File: config.mk
export PLATFORM = sky130hd
export DESIGN_NAME = vt4_pair_stage
export DESIGN_NICKNAME = d
export VERILOG_FILES = /design/src/rtl/core/vt4_pkg.sv /design/src/rtl/core/vt4_pair_stage.sv
export SDC_FILE = /design/constraint.sdc
export NUM_CORES = 2
export LEC_CHECK = 0
export ABC_CLOCK_PERIOD_IN_PS = 22000
export BUFFER_PORTS_ARGS = -buffer_cell sky130_fd_sc_hd__buf_2
export CORE_AREA = 5 5 593 595
export DETAILED_ROUTE_END_ITERATION = 8
export DIE_AREA = 0 0 598 600
export HOLD_SLACK_MARGIN = 0.12
export PLACE_DENSITY = 0.3
export SETUP_SLACK_MARGIN = 0.05
export SLEW_MARGIN = 15
export SYNTH_ARGS = -nofsm -noshare
export SYNTH_HDL_FRONTEND = slang
export SYNTH_SLANG_ARGS = --single-unit
File: constraint.sdc
create_clock -name clock -period 22 [get_ports clock]
set_input_delay 5.5 -clock clock [delete_from_list [all_inputs] [get_ports clock]]
set_output_delay 5.5 -clock clock [all_outputs]
set_load 0.03 [all_outputs]
File: src/rtl/core/vt4_pkg.sv
// Shared types and constants for the 4x4 vertex transform core.
// Depends on nothing; every other file in rtl/core refers to it by scoped names.
package vt4_pkg;

   localparam int unsigned NumRegs       = 8;
   localparam int unsigned CsrIndexWidth = $clog2(NumRegs);
   localparam int unsigned CsrDataWidth  = 64;
   localparam int unsigned Dim           = 4;
   localparam int unsigned FracBits      = 16;

   typedef logic signed [31:0] q16_type;
   typedef q16_type [Dim-1:0] vec_type;
   typedef q16_type [Dim-1:0][Dim-1:0] matrix_type;

   // Full-precision product, a sum of two of them, and the packed words between stages.
   typedef logic signed [63:0] prod_type;
   typedef logic signed [64:0] pair_type;
   typedef prod_type [Dim-1:0][Dim-1:0] prod_mat_type;
   typedef pair_type [Dim-1:0][1:0] pair_mat_type;

   typedef struct packed {
      vec_type comp;
      logic    saturated;
   } result_type;

   typedef logic [CsrDataWidth-1:0] csr_word_type;
   typedef csr_word_type [NumRegs-1:0] csr_file_type;

   // Reset contents form the identity matrix (1.0 is 0x0001_0000 in Q16.16).
   localparam csr_file_type CsrReset = '{
      64'h0001_0000_0000_0000,  // row 3, columns 2 and 3
      64'h0000_0000_0000_0000,  // row 3, columns 0 and 1
      64'h0000_0000_0001_0000,  // row 2, columns 2 and 3
      64'h0000_0000_0000_0000,  // row 2, columns 0 and 1
      64'h0000_0000_0000_0000,  // row 1, columns 2 and 3
      64'h0001_0000_0000_0000,  // row 1, columns 0 and 1
      64'h0000_0000_0000_0000,  // row 0, columns 2 and 3
      64'h0000_0000_0001_0000   // row 0, columns 0 and 1
   };

endpackage

File: src/rtl/core/vt4_pair_stage.sv
// Second pipeline stage: adds the products of each row in pairs, at full precision.
// Depends on vt4_pkg.
module vt4_pair_stage (
   input  logic                  clock,
   input  logic                  reset,
   input  logic                  in_valid,
   output logic                  in_ready,
   input  vt4_pkg::prod_mat_type in_prod,
   output logic                  out_valid,
   input  logic                  out_ready,
   output vt4_pkg::pair_mat_type out_pair
);

   logic                  valid_ff;
   vt4_pkg::pair_mat_type pair_ff;
   vt4_pkg::pair_mat_type pair_in;

   assign in_ready = !valid_ff || out_ready;

   always_comb begin
      for (int r = 0; r < vt4_pkg::Dim; r++) begin
         for (int h = 0; h < 2; h++) begin
            pair_in[r][h] = vt4_pkg::pair_type'($signed(in_prod[r][2*h]))
                          + vt4_pkg::pair_type'($signed(in_prod[r][2*h+1]));
         end
      end
   end

   always_ff @(posedge clock) begin
      if (reset) begin
         valid_ff <= 1'b0;
      end else if (in_ready) begin
         valid_ff <= in_valid;
      end
   end

   always_ff @(posedge clock) begin
      if (in_ready && in_valid) begin
         pair_ff <= pair_in;
      end
   end

   assign out_valid = valid_ff;
   assign out_pair  = pair_ff;

endmodule

==> metrics.cfg <==
[placement]
dpl_cell_area_um2=57700
dp_hpwl_um=245000
io_buffers=1549
gp_congestion=0.900
pre_cts_slack_ns=10.50

[pwr]
p_leak_nw=25.6
power.total_mw=4.47
power.density_nw_per_um2=73.7
vdd_drop_max_mv=0.0574

[cts]
cts_tree=built
cts_max_path_buffers=4
cts_resized=0
clock_sinks=521
clk_pin_slew_ns=0.05
cts_hold_buf=0
post_cts_buffers=0
root_buffer=clkbuf_16
clk_latency_ns=0.81
htree_levels=3
cts_made_buffers=90

[floorplan]
dieArea_um2=359000
io_pins=1550
die_h_um=600
start_util=0.130
core-area_um2=345000
rows=216
die_w_um=598

[timing]
slew_violations=0
slew_headroom=0.218
fin_ws_ns=10.51
setup_viol=0
clock.fmax_ghz=0.0870
finalHoldViolCount=0
rsz0062_at_grt=no
fin_skew_ns=0.114
period_minus_slack_ns=11.49
final.setup.tns_ns=0
tightest_slew_ns=1.14
period_share=0.522

[yosys]
synth_compound_area_frac=0.251
yosysWarnings=0
synthMuxAreaShare=0.000698
synth_top_family_by_area=compound AO/OA/AOI/OAI gates
yosys_register_bits=521
ys_seq_area_frac=0.349
ys.flop_type=edfxtp_1
syn-num-nets=6350
synth-adder-area-share=0.147
synthTopCellsByCount=a21oi_1, edfxtp_1, ha_1
synth_area_leaders=edfxtp_1, ha_1, a21oi_1
synth-simple-area-share=0.135
synth_xor_area_frac=0.0931
synth_cell_types=91
synth_area_um2=44800
synth_edf_count=520
async_flop_share=0
synth.most_common_cell=a21oi_1
syn-instance-count=4802
yosysTopAreaCellShare=0.349
avgSynthCellArea_um2=9.33
synth.largest_area_cell=edfxtp_1

[grt]
grt_use_total=0.149
antenna_found_initial=205
overflow=0
grt_max_degree=108
grt_pass1_vias=47184
grt_pass1_wl_um=382000

[finish]
final_core_util=0.176
multi_input_comb_area_um2=28000
syn_to_final_growth_pct=35.4
fin_nets=7827
fillers=39209
drive_gt1_frac=0.276
seqCellArea_um2=15600
final_area_um2=60700

[run]
cap_violations=0

[route]
first_iter_violations=2796
wl_per_cell_um=25.5
remaining_drc_errors=0
drt_first_pass_iters=5
wirelength_um=280000
num_vias=45965
antenna_left=0
vias_per_cell=4.19

[min_path]
hp-class=reg -> reg

[critical_path]
startpoint_type=primary input
end_kind=primary output
crit_arrival_ns=5.99
crit_type=in -> out
crit_required_ns=16.50
critical_path.max_fanout=3

[outcome]
status=finished clean

cell type report:
| cell class | count | area share |
|---|---|---|
| repair buffers | 1562 | 0.130 |
| inverters | 114 | 0.00706 |
| flip-flops and latches | 521 | 0.258 |
| diodes | 54 | 0.00223 |
| multi-input cells | 3990 | 0.462 |
| clock buffers | 107 | 0.0382 |
| well taps | 4578 | 0.0944 |
| clock inverters | 53 | 0.00833 |
registers in the layout, summed over array words and instances (netlist names):
name	flops
out_valid	1
out_pair	520
stage by stage:
step                hold WS [ns]  instances
finish                     0.588      10979
global route               0.599      10939
CTS                        0.596      10925
detailed placement         0.589      10765
global placement           0.589      10765
floorplan                  0.860       4802
layout by cell type, fill, tap and decap left out, types with 66 or more instances in the layout:
master     synthesis  routed
edfxtp_1         520     520
clkbuf_16          0      90
nand4_1          136     136
nand2_1          367     367
o21a_1            66      66
a21oi_1          574     574
ha_1             512     512
a21o_1           265     265
nand3_1          100     100
xnor2_1          291     291
nor2_1           285     285
buf_2              3    1549
o21ai_0          289     289
a31oi_1           71      71
inv_1            114     114
nor2b_1           77      77
xor2_1           185     185
nor3_1            66      66
o21bai_1         104     104
layer usage:
layer,share of wire,vias to the layer above,GRT usage
met5,0.0023,-,0
met4,0.037,98,0.0444
met3,0.071,499,0.0395
met2,0.51,1809,0.276
met1,0.38,22225,0.165
li1,-,21334,-
report_power, final:
part / internal, mW / switching (mW) / leakage, nW
clock network: 0.843 / 0.590 / 1.37
registers: 1.29 / 0.0677 / 5.04
logic: 0.542 / 1.14 / 19.2
total: 2.68 / 1.80 / 25.6
worst paths after layout:
check / to / slack [ns] / cells after the start / startpoint
setup reg to reg: out_pair[320] / 17.88 / 5 / out_valid
hold reg to reg: out_valid / 0.59 / 2 / out_valid
hold / removal: out_valid / 0.59 / 2 / out_valid
setup / recovery: in_ready / 10.51 / 3 / out_ready
cell families after synthesis:
logic type | Yosys count
xor gates and xnor gates | 476
adders and majority gates | 520
AOI/OAI and AO/OA | 1749
DFF | 521
buffers and inverters | 291
muxes | 3
and+or+nand+nor | 1242
worst max-delay path, cell delays in order:
cell and delay, ns:
buf_2 0.09, nand2b_1 0.19, buf_2 0.21
(Power assumes the default switching activity.)
